### src/design/srs_pkg.sv
// ----------------------------------------------------------------------------
// srs_pkg
// Shared types and constants for the selective-repeat receive scoreboard.
// ----------------------------------------------------------------------------
package srs_pkg;

    // default map size and reset request size
    localparam int SLOTS_DEFAULT = 255;
    localparam logic [4:0] IPR_RESET = 5'd28;

    // map memory word width
    localparam int WORD_W = 32;

    // config register byte address
    localparam logic [0:0] ADDR_IPR = 1'b0;

    // request codes
    typedef enum logic [1:0] {
        REQ_DATA  = 2'd0,
        REQ_COUNT = 2'd1,
        REQ_NEXT  = 2'd2,
        REQ_CLEAR = 2'd3
    } req_type_t;

    // sequencer states, one-hot
    typedef enum logic [5:0] {
        S_IDLE = 6'b000001,
        S_SLOT = 6'b000010,
        S_RD   = 6'b000100,
        S_ACC  = 6'b001000,
        S_DIV  = 6'b010000,
        S_DONE = 6'b100000
    } state_t;

endpackage

### src/design/srs_in_if.sv
// ----------------------------------------------------------------------------
// srs_in_if
// Request channel: one request word per valid/ready handshake.
// ----------------------------------------------------------------------------
interface srs_in_if;
    logic       valid;
    logic       ready;
    logic [1:0] req_type;
    logic [7:0] pkt_id;

    modport source (output valid, output req_type, output pkt_id, input ready);
    modport sink (input valid, input req_type, input pkt_id, output ready);
endinterface

### src/design/srs_out_if.sv
// ----------------------------------------------------------------------------
// srs_out_if
// Result channel: one result word per valid/ready handshake.
// ----------------------------------------------------------------------------
interface srs_out_if;
    logic       valid;
    logic       ready;
    logic       accepted;
    logic       duplicate;
    logic [7:0] missing_id;
    logic [4:0] slot_in_request;
    logic       request_last;
    logic       list_done;
    logic [7:0] missing_count;
    logic [7:0] missing_below_highest;
    logic [7:0] request_count;
    logic [7:0] highest_id;

    modport source (
        output valid, output accepted, output duplicate, output missing_id,
        output slot_in_request, output request_last, output list_done,
        output missing_count, output missing_below_highest, output request_count,
        output highest_id, input ready
    );
    modport sink (
        input valid, input accepted, input duplicate, input missing_id,
        input slot_in_request, input request_last, input list_done,
        input missing_count, input missing_below_highest, input request_count,
        input highest_id, output ready
    );
endinterface

### src/design/selective_repeat_rx_scoreboard.sv
// ----------------------------------------------------------------------------
// selective_repeat_rx_scoreboard
// Receive bitmap for one block of numbered packets, with count and
// next-missing queries over a word-organized map memory.
// ----------------------------------------------------------------------------
// The receive map lives in a synchronous memory of ceil(SLOTS/32) words of 32
// bits, with one valid flop per word so a block reset clears it by clearing the
// flops. One request word is worked on at a time. A data arrival passes slot
// modulo, map read, update and write, and result. A next-missing query sweeps
// the map one word at a time, each word with a read and an accumulate step; a
// count query does the same sweep and then a bit-serial division for the
// request count. A block reset goes straight to the result. The result sits
// in an output register, so the next request word is taken while a result
// still waits.
// ----------------------------------------------------------------------------
module selective_repeat_rx_scoreboard
    import srs_pkg::*;
#(
    parameter int SLOTS = SLOTS_DEFAULT
) (
    input  logic        clk,
    input  logic        rst_n,
    srs_in_if.sink      req,
    srs_out_if.source   rsp,
    input  logic        psel,
    input  logic        penable,
    input  logic        pwrite,
    input  logic [0:0]  paddr,
    input  logic [31:0] pwdata,
    output logic [31:0] prdata,
    output logic        pready
);

    localparam int WORDS  = (SLOTS + WORD_W - 1) / WORD_W;
    localparam int WIDX_W = (WORDS > 1) ? $clog2(WORDS) : 1;
    localparam int RECIP  = 65536 / SLOTS;

    // map bit b of word w counts as a slot when it is in 1..SLOTS-1
    function automatic logic [31:0] live_mask(input logic [WIDX_W-1:0] w);
        logic [31:0] m;
        logic [8:0]  s;
        for (int b = 0; b < WORD_W; b++) begin
            s    = 9'({w, 5'(b)});
            m[b] = (s != 9'd0) && (s < 9'(SLOTS));
        end
        return m;
    endfunction

    // bits whose slot lies strictly above the cursor
    function automatic logic [31:0] above_mask(input logic [WIDX_W-1:0] w,
                                               input logic [7:0] cur);
        logic [31:0] m;
        logic [8:0]  s;
        for (int b = 0; b < WORD_W; b++) begin
            s    = 9'({w, 5'(b)});
            m[b] = s > {1'b0, cur};
        end
        return m;
    endfunction

    // bits whose slot lies at or below the highest id
    function automatic logic [31:0] upto_mask(input logic [WIDX_W-1:0] w,
                                              input logic [7:0] hi);
        logic [31:0] m;
        logic [8:0]  s;
        for (int b = 0; b < WORD_W; b++) begin
            s    = 9'({w, 5'(b)});
            m[b] = s <= {1'b0, hi};
        end
        return m;
    endfunction

    // control and block state
    state_t            state_reg;
    req_type_t         op_reg;
    logic [WORDS-1:0]  word_valid_reg;
    logic [WIDX_W-1:0] w_reg;
    logic [3:0]        div_cnt_reg;
    logic [7:0]        highest_reg;
    logic [7:0]        cursor_reg;
    logic [4:0]        pos_reg;
    logic [4:0]        ipr_reg;
    logic              rsp_valid_reg;
    logic              rd_valid_reg;

    // datapath registers
    logic [7:0]        id_reg;
    logic [7:0]        quot_reg;
    logic [7:0]        slot_reg;
    logic [31:0]       rd_data_reg;
    logic              acc_reg;
    logic              dup_reg;
    logic [7:0]        mc_reg;
    logic [7:0]        mbh_reg;
    logic              found_reg;
    logic              second_reg;
    logic [7:0]        s_reg;
    logic [8:0]        dvd_reg;
    logic [4:0]        rem_reg;
    logic [8:0]        q_reg;

    // output registers
    logic              out_acc_reg;
    logic              out_dup_reg;
    logic [7:0]        out_mid_reg;
    logic [4:0]        out_sir_reg;
    logic              out_rlast_reg;
    logic              out_done_reg;
    logic [7:0]        out_mc_reg;
    logic [7:0]        out_mbh_reg;
    logic [7:0]        out_rc_reg;
    logic [7:0]        out_high_reg;

    // map memory
    logic [31:0]       map_mem [WORDS];

    logic              req_fire;
    logic              cfg_wr;
    logic [4:0]        ipr;
    logic [23:0]       recip_prod;
    logic [8:0]        rem_raw;
    logic [8:0]        slot_fix;
    logic [WIDX_W-1:0] mem_addr;
    logic              rd_en;
    logic              wr_en;
    logic [31:0]       rd_word;
    logic [31:0]       wr_word;
    logic              bit_set;
    logic              sweep_last;
    logic [31:0]       miss;
    logic [31:0]       cand;
    logic [7:0]        mc_next;
    logic [7:0]        mbh_next;
    logic [4:0]        cand_low;
    logic [5:0]        div_trial;
    logic              div_take;
    logic              load_out;
    logic              list_end;
    logic              req_end;

    assign req_fire = req.valid && req.ready;
    assign cfg_wr   = psel && penable && pwrite && (paddr == ADDR_IPR);
    assign ipr      = (ipr_reg == 5'd0) ? 5'd1 : ipr_reg;

    // APB read side
    assign pready = 1'b1;
    assign prdata = (paddr == ADDR_IPR) ? {27'd0, ipr_reg} : 32'd0;

    // slot = id mod SLOTS by reciprocal, then one correction
    assign recip_prod = 24'(req.pkt_id) * 24'(RECIP);
    assign rem_raw    = {1'b0, id_reg} - 9'(16'(quot_reg) * 16'(SLOTS));
    assign slot_fix   = (rem_raw >= 9'(SLOTS)) ? rem_raw - 9'(SLOTS) : rem_raw;

    // map access
    assign mem_addr = (op_reg == REQ_DATA) ? slot_reg[5 +: WIDX_W] : w_reg;
    assign rd_en    = (state_reg == S_RD);
    assign rd_word  = rd_valid_reg ? rd_data_reg : 32'd0;
    assign bit_set  = rd_word[slot_reg[4:0]];
    assign wr_en    = (state_reg == S_ACC) && (op_reg == REQ_DATA) && !bit_set;
    assign wr_word  = rd_word | (32'd1 << slot_reg[4:0]);

    // per-word sweep terms
    assign sweep_last = (w_reg == WIDX_W'(WORDS - 1));
    assign miss       = ~rd_word & live_mask(w_reg);
    assign cand       = miss & above_mask(w_reg, cursor_reg);
    assign mc_next    = mc_reg + 8'($countones(miss));
    assign mbh_next   = mbh_reg + 8'($countones(miss & upto_mask(w_reg, highest_reg)));

    // lowest candidate bit
    always_comb
    begin
        cand_low = 5'd0;
        for (int b = WORD_W - 1; b >= 0; b--) begin
            if (cand[b])
            begin
                cand_low = 5'(b);
            end
        end
    end

    // one restoring division step
    assign div_trial = {rem_reg, dvd_reg[8]};
    assign div_take  = div_trial >= {1'b0, ipr};

    // next-missing answer terms
    assign list_end = !second_reg;
    assign req_end  = list_end || ({1'b0, pos_reg} + 6'd1 >= {1'b0, ipr});
    assign load_out = (state_reg == S_DONE) && (!rsp_valid_reg || rsp.ready);

    assign req.ready = (state_reg == S_IDLE);

    // sequencer and block state
    always_ff @(posedge clk or negedge rst_n)
    begin
        if (!rst_n)
        begin
            state_reg      <= S_IDLE;
            op_reg         <= REQ_DATA;
            word_valid_reg <= '0;
            w_reg          <= '0;
            div_cnt_reg    <= 4'd0;
            highest_reg    <= 8'd0;
            cursor_reg     <= 8'd0;
            pos_reg        <= 5'd0;
            ipr_reg        <= IPR_RESET;
            rsp_valid_reg  <= 1'b0;
            rd_valid_reg   <= 1'b0;
        end
        else
        begin
            if (cfg_wr)
            begin
                ipr_reg <= pwdata[4:0];
            end
            if (rd_en)
            begin
                rd_valid_reg <= word_valid_reg[mem_addr];
            end
            if (wr_en)
            begin
                word_valid_reg[mem_addr] <= 1'b1;
            end
            if (load_out)
            begin
                rsp_valid_reg <= 1'b1;
            end
            else if (rsp.ready)
            begin
                rsp_valid_reg <= 1'b0;
            end

            case (state_reg)
                S_IDLE:
                begin
                    if (req_fire)
                    begin
                        op_reg <= req_type_t'(req.req_type);
                        w_reg  <= '0;
                        case (req_type_t'(req.req_type))
                            REQ_DATA:  state_reg <= S_SLOT;
                            REQ_COUNT: state_reg <= S_RD;
                            REQ_NEXT:  state_reg <= S_RD;
                            default:
                            begin
                                // block reset: drop the map and the walk
                                word_valid_reg <= '0;
                                highest_reg    <= 8'd0;
                                cursor_reg     <= 8'd0;
                                pos_reg        <= 5'd0;
                                state_reg      <= S_DONE;
                            end
                        endcase
                    end
                end
                S_SLOT:
                begin
                    state_reg <= S_RD;
                end
                S_RD:
                begin
                    state_reg <= S_ACC;
                end
                S_ACC:
                begin
                    if (op_reg == REQ_DATA)
                    begin
                        if (!bit_set && (id_reg > highest_reg))
                        begin
                            highest_reg <= id_reg;
                        end
                        state_reg <= S_DONE;
                    end
                    else if (!sweep_last)
                    begin
                        w_reg     <= w_reg + WIDX_W'(1);
                        state_reg <= S_RD;
                    end
                    else if (op_reg == REQ_COUNT)
                    begin
                        div_cnt_reg <= 4'd0;
                        state_reg   <= S_DIV;
                    end
                    else
                    begin
                        state_reg <= S_DONE;
                    end
                end
                S_DIV:
                begin
                    div_cnt_reg <= div_cnt_reg + 4'd1;
                    if (div_cnt_reg == 4'd8)
                    begin
                        state_reg <= S_DONE;
                    end
                end
                S_DONE:
                begin
                    if (load_out)
                    begin
                        // advance or rewind the walk
                        if (op_reg == REQ_COUNT)
                        begin
                            cursor_reg <= 8'd0;
                            pos_reg    <= 5'd0;
                        end
                        else if ((op_reg == REQ_NEXT) && found_reg)
                        begin
                            cursor_reg <= s_reg;
                            pos_reg    <= req_end ? 5'd0 : pos_reg + 5'd1;
                        end
                        state_reg <= S_IDLE;
                    end
                end
                default:
                begin
                    state_reg <= S_IDLE;
                end
            endcase
        end
    end

    // map memory, one read or write port use per cycle
    always_ff @(posedge clk)
    begin
        if (rd_en)
        begin
            rd_data_reg <= map_mem[mem_addr];
        end
        if (wr_en)
        begin
            map_mem[mem_addr] <= wr_word;
        end
    end

    // datapath
    always_ff @(posedge clk)
    begin
        case (state_reg)
            S_IDLE:
            begin
                id_reg     <= req.pkt_id;
                quot_reg   <= recip_prod[23:16];
                acc_reg    <= 1'b0;
                dup_reg    <= 1'b0;
                mc_reg     <= 8'd0;
                mbh_reg    <= 8'd0;
                found_reg  <= 1'b0;
                second_reg <= 1'b0;
                s_reg      <= 8'd0;
                q_reg      <= 9'd0;
            end
            S_SLOT:
            begin
                slot_reg <= slot_fix[7:0];
            end
            S_ACC:
            begin
                acc_reg <= !bit_set;
                dup_reg <= bit_set;
                mc_reg  <= mc_next;
                mbh_reg <= mbh_next;
                // keep the first missing slot and note any one after it
                if (!found_reg)
                begin
                    if (cand != 32'd0)
                    begin
                        found_reg  <= 1'b1;
                        s_reg      <= 8'({w_reg, cand_low});
                        second_reg <= (cand & (cand - 32'd1)) != 32'd0;
                    end
                end
                else if (cand != 32'd0)
                begin
                    second_reg <= 1'b1;
                end
                // load the rounded-up dividend
                dvd_reg <= 9'(mc_next) + 9'(ipr) - 9'd1;
                rem_reg <= 5'd0;
            end
            S_DIV:
            begin
                dvd_reg <= {dvd_reg[7:0], 1'b0};
                q_reg   <= {q_reg[7:0], div_take};
                rem_reg <= div_take ? 5'(div_trial - {1'b0, ipr}) : div_trial[4:0];
            end
            default:
            begin
            end
        endcase
    end

    // result word
    always_ff @(posedge clk)
    begin
        if (load_out)
        begin
            out_acc_reg   <= 1'b0;
            out_dup_reg   <= 1'b0;
            out_mid_reg   <= 8'd0;
            out_sir_reg   <= 5'd0;
            out_rlast_reg <= 1'b0;
            out_done_reg  <= 1'b0;
            out_mc_reg    <= 8'd0;
            out_mbh_reg   <= 8'd0;
            out_rc_reg    <= 8'd0;
            out_high_reg  <= highest_reg;
            case (op_reg)
                REQ_DATA:
                begin
                    out_acc_reg <= acc_reg;
                    out_dup_reg <= dup_reg;
                end
                REQ_COUNT:
                begin
                    out_mc_reg  <= mc_reg;
                    out_mbh_reg <= mbh_reg;
                    out_rc_reg  <= q_reg[7:0];
                end
                REQ_NEXT:
                begin
                    if (found_reg)
                    begin
                        out_mid_reg   <= s_reg;
                        out_sir_reg   <= pos_reg;
                        out_rlast_reg <= req_end;
                        out_done_reg  <= list_end;
                    end
                    else
                    begin
                        out_done_reg <= 1'b1;
                    end
                end
                default:
                begin
                end
            endcase
        end
    end

    assign rsp.valid                 = rsp_valid_reg;
    assign rsp.accepted              = out_acc_reg;
    assign rsp.duplicate             = out_dup_reg;
    assign rsp.missing_id            = out_mid_reg;
    assign rsp.slot_in_request       = out_sir_reg;
    assign rsp.request_last          = out_rlast_reg;
    assign rsp.list_done             = out_done_reg;
    assign rsp.missing_count         = out_mc_reg;
    assign rsp.missing_below_highest = out_mbh_reg;
    assign rsp.request_count         = out_rc_reg;
    assign rsp.highest_id            = out_high_reg;

    // a taken request word keeps the channel closed on the next cycle
    a_busy_after_accept: assert property (@(posedge clk) disable iff (!rst_n)
        req_fire |=> !req.ready)
        else $error("request taken while previous one still in work");

    // a map write is never followed at once by a read of the map
    a_no_read_after_write: assert property (@(posedge clk) disable iff (!rst_n)
        wr_en |=> !rd_en)
        else $error("map read overlaps a pending write");

    // a result never reports both a new and a duplicate arrival
    a_acc_dup_exclusive: assert property (@(posedge clk) disable iff (!rst_n)
        rsp.valid |-> !(rsp.accepted && rsp.duplicate))
        else $error("arrival both accepted and duplicate");

    // request position stays below the widest request size
    a_pos_range: assert property (@(posedge clk) disable iff (!rst_n)
        pos_reg != 5'd31)
        else $error("request position out of range");

    // the divider runs exactly nine steps
    a_div_len: assert property (@(posedge clk) disable iff (!rst_n)
        (state_reg == S_DIV) |-> (div_cnt_reg <= 4'd8))
        else $error("division step count overrun");

endmodule
### src/flat_wrapper.sv
// flat-port wrapper written by rule: the top's interface ports become plain ports
module selective_repeat_rx_scoreboard_flat import srs_pkg::*;
#(
    parameter int SLOTS = SLOTS_DEFAULT
)
  (clk, rst_n, psel, penable, pwrite, paddr, pwdata, prdata, pready, req_valid, req_req_type, req_pkt_id, req_ready, rsp_valid, rsp_accepted, rsp_duplicate, rsp_missing_id, rsp_slot_in_request, rsp_request_last, rsp_list_done, rsp_missing_count, rsp_missing_below_highest, rsp_request_count, rsp_highest_id, rsp_ready);
  srs_in_if req_i ();
  srs_out_if rsp_i ();
  input  logic clk;
  input  logic rst_n;
  input  logic psel;
  input  logic penable;
  input  logic pwrite;
  input  logic [0:0] paddr;
  input  logic [31:0] pwdata;
  output logic [31:0] prdata;
  output logic pready;
  input wire logic [$bits(req_i.valid)-1:0] req_valid;
  input wire logic [$bits(req_i.req_type)-1:0] req_req_type;
  input wire logic [$bits(req_i.pkt_id)-1:0] req_pkt_id;
  output wire logic [$bits(req_i.ready)-1:0] req_ready;
  output wire logic [$bits(rsp_i.valid)-1:0] rsp_valid;
  output wire logic [$bits(rsp_i.accepted)-1:0] rsp_accepted;
  output wire logic [$bits(rsp_i.duplicate)-1:0] rsp_duplicate;
  output wire logic [$bits(rsp_i.missing_id)-1:0] rsp_missing_id;
  output wire logic [$bits(rsp_i.slot_in_request)-1:0] rsp_slot_in_request;
  output wire logic [$bits(rsp_i.request_last)-1:0] rsp_request_last;
  output wire logic [$bits(rsp_i.list_done)-1:0] rsp_list_done;
  output wire logic [$bits(rsp_i.missing_count)-1:0] rsp_missing_count;
  output wire logic [$bits(rsp_i.missing_below_highest)-1:0] rsp_missing_below_highest;
  output wire logic [$bits(rsp_i.request_count)-1:0] rsp_request_count;
  output wire logic [$bits(rsp_i.highest_id)-1:0] rsp_highest_id;
  input wire logic [$bits(rsp_i.ready)-1:0] rsp_ready;
  assign req_i.valid = req_valid;
  assign req_i.req_type = req_req_type;
  assign req_i.pkt_id = req_pkt_id;
  assign req_ready = req_i.ready;
  assign rsp_valid = rsp_i.valid;
  assign rsp_accepted = rsp_i.accepted;
  assign rsp_duplicate = rsp_i.duplicate;
  assign rsp_missing_id = rsp_i.missing_id;
  assign rsp_slot_in_request = rsp_i.slot_in_request;
  assign rsp_request_last = rsp_i.request_last;
  assign rsp_list_done = rsp_i.list_done;
  assign rsp_missing_count = rsp_i.missing_count;
  assign rsp_missing_below_highest = rsp_i.missing_below_highest;
  assign rsp_request_count = rsp_i.request_count;
  assign rsp_highest_id = rsp_i.highest_id;
  assign rsp_i.ready = rsp_ready;
  selective_repeat_rx_scoreboard #(.SLOTS(SLOTS)) u_core (.clk(clk), .rst_n(rst_n), .req(req_i), .rsp(rsp_i), .psel(psel), .penable(penable), .pwrite(pwrite), .paddr(paddr), .pwdata(pwdata), .prdata(prdata), .pready(pready));
endmodule
### config.mk
export PLATFORM = sky130hd
export DESIGN_NAME = selective_repeat_rx_scoreboard_flat
export DESIGN_NICKNAME = d
export VERILOG_FILES = /design/src/design/srs_pkg.sv /design/src/design/srs_in_if.sv /design/src/design/srs_out_if.sv /design/src/design/selective_repeat_rx_scoreboard.sv /design/src/flat_wrapper.sv
export SDC_FILE = /design/constraint.sdc
export NUM_CORES = 1
export LEC_CHECK = 0
export BUFFER_PORTS_ARGS = -buffer_cell sky130_fd_sc_hd__buf_2
export CAP_MARGIN = 20
export CORE_MARGIN = 2
export CORE_UTILIZATION = 56
export DETAILED_ROUTE_END_ITERATION = 10
export HOLD_SLACK_MARGIN = 0.05
export PLACE_DENSITY = 0.81
export SLEW_MARGIN = 20
export SYNTH_ARGS = -nofsm -noshare
export SYNTH_HDL_FRONTEND = slang
export SYNTH_SLANG_ARGS = --single-unit
### constraint.sdc
create_clock -name clk -period 6.1 [get_ports clk]
set_input_delay 1.22 -clock clk [delete_from_list [all_inputs] [get_ports clk]]
set_output_delay 1.22 -clock clk [all_outputs]
set_load 0.02 [all_outputs]
==> results of run 1 <==
[per-stage QoR]
step           utilization [%]  instance area [um2]
5_1_grt                  66.15                27560
3_5_place_dp             60.77                25320
6_report                 66.15                27560
2_1_floorplan                -                23700
4_1_cts                  65.05                27100
3_3_place_gp             60.77                25320
[layer usage]
layer	global-route usage, %	vias up	routed length [um]
met5	0	-	0
met2	49.84	1010	31700
met3	5.155	234	6366
li1	-	7434	-
met4	14.70	0	3246
met1	39.07	8330	24960
[timing repair]
| action | CTS | global route |
|---|---|---|
| endpoints found under the setup margin | 8 | 10 |
| gates cloned | 1 | 2 |
| pin swaps | 15 | 45 |
| gates resized for setup | 35 | 76 |
| buffers inserted | 9 | 13 |
| hold buffers | 0 | 0 |
[worst reg2reg max path, cell delays in order, from the launching register on]
cell	delay (ns)
dfrtp_2	0.49
clkbuf_16	0.20
a32oi_2	0.20
ha_2	0.32
fa_1	0.48
fa_1	0.50
fa_1	0.57
fa_1	0.44
fa_1	0.54
inv_2	0.06
fa_2	0.42
xor2_2	0.17
ha_1	0.32
inv_1	0.05
ha_1	0.27
a21o_1	0.17
a21oi_2	0.16
o21bai_1	0.10
a21oi_2	0.15
o21bai_1	0.09
a21oi_1	0.17
xor2_1	0.17
a21oi_1	0.08
[synth_stat cells, types with 4 or more instances]
master	instances	area, um2
and3_1	15	93.84
nand2b_1	11	68.82
a211oi_1	6	45.04
dfrtp_1	47	1176
nand2_1	126	473.0
mux2i_1	22	220.2
or2_2	7	43.79
nor3b_1	7	52.55
nand4_1	29	181.4
o22ai_1	6	37.54
a21boi_0	4	30.03
ha_1	106	1326
o21ai_1	6	30.03
and2_1	64	400.4
a222oi_1	11	110.1
edfxtp_1	403	12100
a21oi_1	97	485.5
o21a_1	20	150.1
nand3b_1	6	45.04
o31ai_1	7	52.55
mux2_2	9	101.4
o21ai_0	88	440.4
fa_1	60	1201
dfstp_2	4	105.1
a21o_1	21	157.7
buf_2	10	50.05
or3_1	5	31.28
a221oi_1	16	140.1
o21bai_1	5	37.54
clkbuf_1	58	217.7
buf_4	34	255.2
xnor2_1	15	131.4
mux4_2	9	202.7
nor3_1	24	120.1
o221ai_1	11	96.34
o211ai_1	12	90.09
nor2b_1	16	100.1
nor2_1	101	379.1
a22oi_1	83	623.1
nand3_1	51	255.2
a22o_1	20	175.2
inv_1	153	574.3
a31oi_1	8	50.05
xor2_1	11	96.34
[final timing paths]
kind                                  startpoint                     to  slack [ns]  depth (start not counted)
min                        u_core.div_cnt_reg[3]  u_core.div_cnt_reg[3]        0.51                          1
min in group asynchronous                  rst_n   u_core.cursor_reg[5]        0.77                          2
min reg2reg                u_core.div_cnt_reg[3]  u_core.div_cnt_reg[3]        0.51                          1
max                          u_core.rd_valid_reg      u_core.dvd_reg[8]       -0.28                         22
max reg2reg                  u_core.rd_valid_reg      u_core.dvd_reg[8]       -0.28                         22
max in group asynchronous                  rst_n    u_core.rd_valid_reg        4.80                          2
[area by class of cell]
type	instances	area, um2	share of cell area [%]
Timing Repair Buffer	242	1748	6.342
Inverter	154	584.3	2.120
Clock inverter	30	369.1	1.339
Multi-Input combinational cell	1210	9610	34.87
Sequential cell	454	13390	48.57
Tap cell	539	674.4	2.447
Clock buffer	53	1187	4.308
[logic make-up after synthesis]
logic type,count (synthesis)
xor+xnor,26
flops,454
simple gates,490
buf+inv,261
compound gates,457
mux,40
fa+ha+maj,169
other cells,2
==> out/metrics.yaml, run 1 <==
critical_path:
  critical_path_class: "reg2reg"
  crit_slowest_cell: "fa_1"
  crit_path_cell_trace: "clkbuf_16 > a32oi_2 > ha_2 > fa_1 > fa_1 > fa_1 > fa_1 > fa_1 > inv_2 > fa_2 > xor2_2 > ha_1 > inv_1 > ha_1 > a21o_1 > a21oi_2 > o21bai_1 > a21oi_2 > o21bai_1 > a21oi_1 > xor2_1 > a21oi_1"
  start_kind: "register"
  crit_arrival_ns: 6.70
  critPathMostFrequentCell: "fa_1"
  cp.required_ns: 6.43
  crit_family: "adder cells"
  path_buf_inv: 3
  cpPeakStageDelay_ns: 0.57
  cp_max_fo: 5
  end_kind: "register"
cells_and_area:
  areaGrowthSynthToFinish_pct: 17.39
  n_antenna_cell: 0
  final_cell_mix: "403 x edfxtp_1, 148 x buf_4, 131 x inv_1, 108 x nand2_1, 98 x nor2_1"
  final_common_cell: "edfxtp_1"
  nFillCells: 2866
  largest_register_ffs: 256
  final_layout_size_suffix_gt1_share_pct: 22.21
  final_cells: 2682
  fin_nets: 2323
synthesis:
  synthXorXnorAreaFrac_pct: 0.9699
  ys_types: 94
  avgSynthCellArea_um2: 12.36
  syn_inst: 1899
  ys.flop_type: "edfxtp_1"
  synth-compound-area-share_pct: 13.32
  synth-simple-area-share_pct: 10.71
  synth_top_family_by_area: "compound AO/OA/AOI/OAI gates"
  synthMuxAreaShare_pct: 2.233
  ys_async_sr_fraction_pct: 11.23
  synth_fa_ha_area_share_pct: 10.89
  ys_ff_latch: 454
  ys_seq_area_share_pct: 57.00
  syn_area_um2: 23480
  synth_edf_count: 403
  synth_warnings: 0
timing:
  rsz0062_at_grt: "true"
  timing.final.crit_share_pct: 104.5
  whs_ns: 0.5098
  setup_tns_ns: -1.053
  max_freq_mhz: 156.8
  setup_viol: 7
  fin_worst_skew_ns: 0.02022
  fin_crit_ns: 6.377
  drv_slew: 0
  hold_viol: 0
  slew_headroom_pct: 20.28
  tightest_slew_ns: 1.183
  setup_slack_ns: -0.2774
global_routing:
  grt_overflow: 0
  grt_max_degree: 52
  antenna_found_initial: 0
  grt_usage_pct: 30.20
  grt_pass1_wl_mm: 99.17
  grt_pass1_vias: 17030
floorplan:
  die_y_um: 208.8
  rows: 75
  die_area_um2: 43580
  initial_utilization_pct: 56.35
  core_area_um2: 41670
  io_pins: 134
  fp.dieW_um: 208.8
cts:
  clock-sinks: 454
  cts_tree: "built"
  cts_buffers: 45
  clockBufferDepth: 3
  root_buffer: "clkbuf_16"
  cts_max_level: 2
  clk_pin_slew_ns: 0.06
  clkLatencyLatePin_ns: 0.60
detailed_routing:
  drt_iter0_drc: 2241
  via_per_inst: 6.342
  drt-total-wl_mm: 66.27
  num_vias: 17010
  ant_nets: 0
  drc: 0
  wire_per_inst_um: 24.71
  first_pass_iters: 6
run_status:
  violations: "negative setup slack"
  outcome: "finished, violations left"
run:
  cap_violations: 0
placed_design:
  gp_congestion: 0.9961
  dp_hpwl_mm: 44.73
  io_buffers: 78
  dp_worst_setup_slack_ns: -0.4351
  dp_cells: 2574
min_path:
  worstHoldPathType: "reg2reg"
Power of run 1 is not shown: default switching activity piles up to over one toggle a cycle in this logic, so the estimate is an artifact.
==> run 2: changes to the inputs <==
Settings changed: CORE_UTILIZATION 56 to 53, PLACE_DENSITY 0.81 to 0.78.
==> run 2 against run 1 <==
Compared with the run above:
- the flow still finishes with violations (negative setup slack)
- count of clock-buffer cells in the layout rose by 1
- critical path depth increased by 3
- register-to-register slack hardly changed
- highest routed layer unchanged
- setup slack worse by 0.0051 ns
- final cell count is 2.2% higher
- critical endpoint is now u_core.dvd_reg[7]
- hold slack lost 0.014 ns
==> out/metrics.yaml, run 2 (same netlist as run 1, synthesis figures left out) <==
run_status:
  outcome: "finished, violations left"
  violations: "negative setup slack"
floorplan:
  rows: 77  # +2.7%
  die_area_um2: 46000  # +5.6%
  core_area_um2: 43930  # +5.4%
  initial_utilization_pct: 53.44  # -2.9 points
  fp.dieW_um: 214.5  # +2.7%
  die_y_um: 214.5  # +2.7%
  io_pins: 134  # unchanged
min_path:
  whs_path_depth: 1  # unchanged
  worstHoldPathType: "reg2reg"
critical_path:
  crit_arrival_ns: 6.71  # about the same
  cpPeakStageDelay_ns: 0.56  # about the same
  critPathMostFrequentCell: "fa_1"
  crit_slowest_cell: "fa_1"
  critical_path_class: "reg2reg"
  start_kind: "register"
  reg2regPathDepth: 25  # +14%
  cp_max_fo: 6  # +1
  end_kind: "register"
  cp.required_ns: 6.42  # about the same
detailed_routing:
  first_pass_iters: 5  # -1
  wire_per_inst_um: 24.09  # -2.5%
  drc: 0  # unchanged
  via_per_inst: 6.179  # -2.6%
  num_vias: 16930  # -0.46%
  ant_nets: 0  # unchanged
  drt-total-wl_mm: 66.00  # -0.40%
  drt_iter0_drc: 1786  # -20%
cts:
  cts_tree: "built"
  hold_buffers: 0  # unchanged
  cts_max_level: 2  # unchanged
  cts_buffers: 45  # unchanged
  root_buffer: "clkbuf_16"
  clkLatencyLatePin_ns: 0.61  # about the same
  clock-sinks: 454  # unchanged
  clockBufferDepth: 3  # unchanged
  clk_pin_slew_ns: 0.06  # about the same
global_routing:
  grt_overflow: 0  # unchanged
  grt_pass1_vias: 16850  # -1.1%
  grt_pass1_wl_mm: 97.86  # -1.3%
  grt_usage_pct: 27.94  # -2.3 points
  grt_max_degree: 52  # unchanged
  antenna_found_initial: 0  # unchanged
run:
  cap_violations: 0  # unchanged
timing:
  slew_headroom_pct: 20.99  # +0.71 points
  fin_worst_skew_ns: 0.02615  # +0.005922 ns
  timing.final.crit_share_pct: 104.6  # about the same
  hold_viol: 0  # unchanged
  setup_viol: 7  # unchanged
  setup_slack_ns: -0.2825  # -0.005090 ns
  fin_crit_ns: 6.382  # +0.005090 ns
  rsz0062_at_grt: "true"
  drv_slew: 0  # unchanged
  max_freq_mhz: 156.7  # about the same
  tightest_slew_ns: 1.173  # -0.01051 ns
cells_and_area:
  fin_nets: 2327  # +0.17%
  design_area_um2: 27640  # +0.30%
  largest_register_ffs: 256  # unchanged
  areaGrowthSynthToFinish_pct: 17.74
  n_antenna_cell: 0  # unchanged
  nFillCells: 3255  # +14%
  final_cell_mix: "403 x edfxtp_1, 150 x buf_4, 134 x inv_1, 107 x nand2_1, 97 x nor2_1"
  final_common_cell: "edfxtp_1"
  final_layout_size_suffix_gt1_share_pct: 22.72  # +0.51 points
placed_design:
  placed_area_um2: 25380  # +0.26%
  io_buffers: 78  # unchanged
  dp_hpwl_mm: 44.81  # +0.17%
  dp_worst_setup_slack_ns: -0.3879  # +0.04720 ns
  gp_congestion: 1.003  # +0.67%
[run 2: cell count changes in the layout (fill, tap and decap cells not counted), sizes merged]
cell,delta
buf,+4
bufinv,-2
clkinvlp,-1
clkbuf,+1
inv,+2
clkinv,+1
[run 2: metal layers]
| layer | up-vias | share of wire, % | global-route usage, % |
|---|---|---|---|
| met5 | - | 0 | 0 |
| met4 | 0 | 4.3 | 12.45 |
| met3 | 203 | 9.4 | 4.184 |
| met2 | 971 | 48 | 46.39 |
| met1 | 8314 | 38 | 36.67 |
| li1 | 7442 | - | - |
[run 2: critical path, delay by kind of cell, from the launching register on]
family	cells	cell delay [ns]
AOI/OAI and AO/OA	5	0.53
DFF	1	0.48
and+or+nand+nor	1	0.15
buffers and inverters	8	0.85
adders and majority gates	9	3.75
xor gates and xnor gates	2	0.35
[run 2: worst paths after layout]
path                                       start                    end  slack [ns]
setup / recovery             u_core.rd_valid_reg      u_core.dvd_reg[7]       -0.28
hold / removal             u_core.div_cnt_reg[2]  u_core.div_cnt_reg[2]        0.50
setup reg to reg             u_core.rd_valid_reg      u_core.dvd_reg[7]       -0.28
hold reg to reg            u_core.div_cnt_reg[2]  u_core.div_cnt_reg[2]        0.50
max in group asynchronous                  rst_n    u_core.rd_valid_reg        4.81
min in group asynchronous                  rst_n      u_core.pos_reg[1]        0.76
[run 2: area by class of cell]
type                            count  area (um2)  share of cell area [%]
Clock inverter                     30       325.3                   1.177
Sequential cell                   454       13390                   48.43
Timing Repair Buffer              246        1762                   6.373
Tap cell                          592       740.7                   2.680
Clock buffer                       54        1160                   4.196
Multi-Input combinational cell   1210        9687                   35.04
Inverter                          154       581.8                   2.105
[run 2: what timing repair did]
action	4_1_cts	5_1_grt
gates cloned	0	3
resized for setup	31	89
setup buffers	7	17
endpoints found under the setup margin	8	11
pin swaps	37	78
hold endpoints to repair	0	0
[run 2: metrics by stage]
step	cells	util [%]	setup TNS, ns	hold slack, ns
2_1_floorplan	1925	-	-0.3336	0.4231
3_3_place_gp	2627	57.78	-0.9277	0.4636
3_5_place_dp	2627	57.78	-1.948	0.4848
4_1_cts	2718	61.53	-1.519	0.4958
5_1_grt	2740	62.92	-3.200	0.5062
6_report	2740	62.92	-1.312	0.4955
Power of run 2 is left out for the same reason.
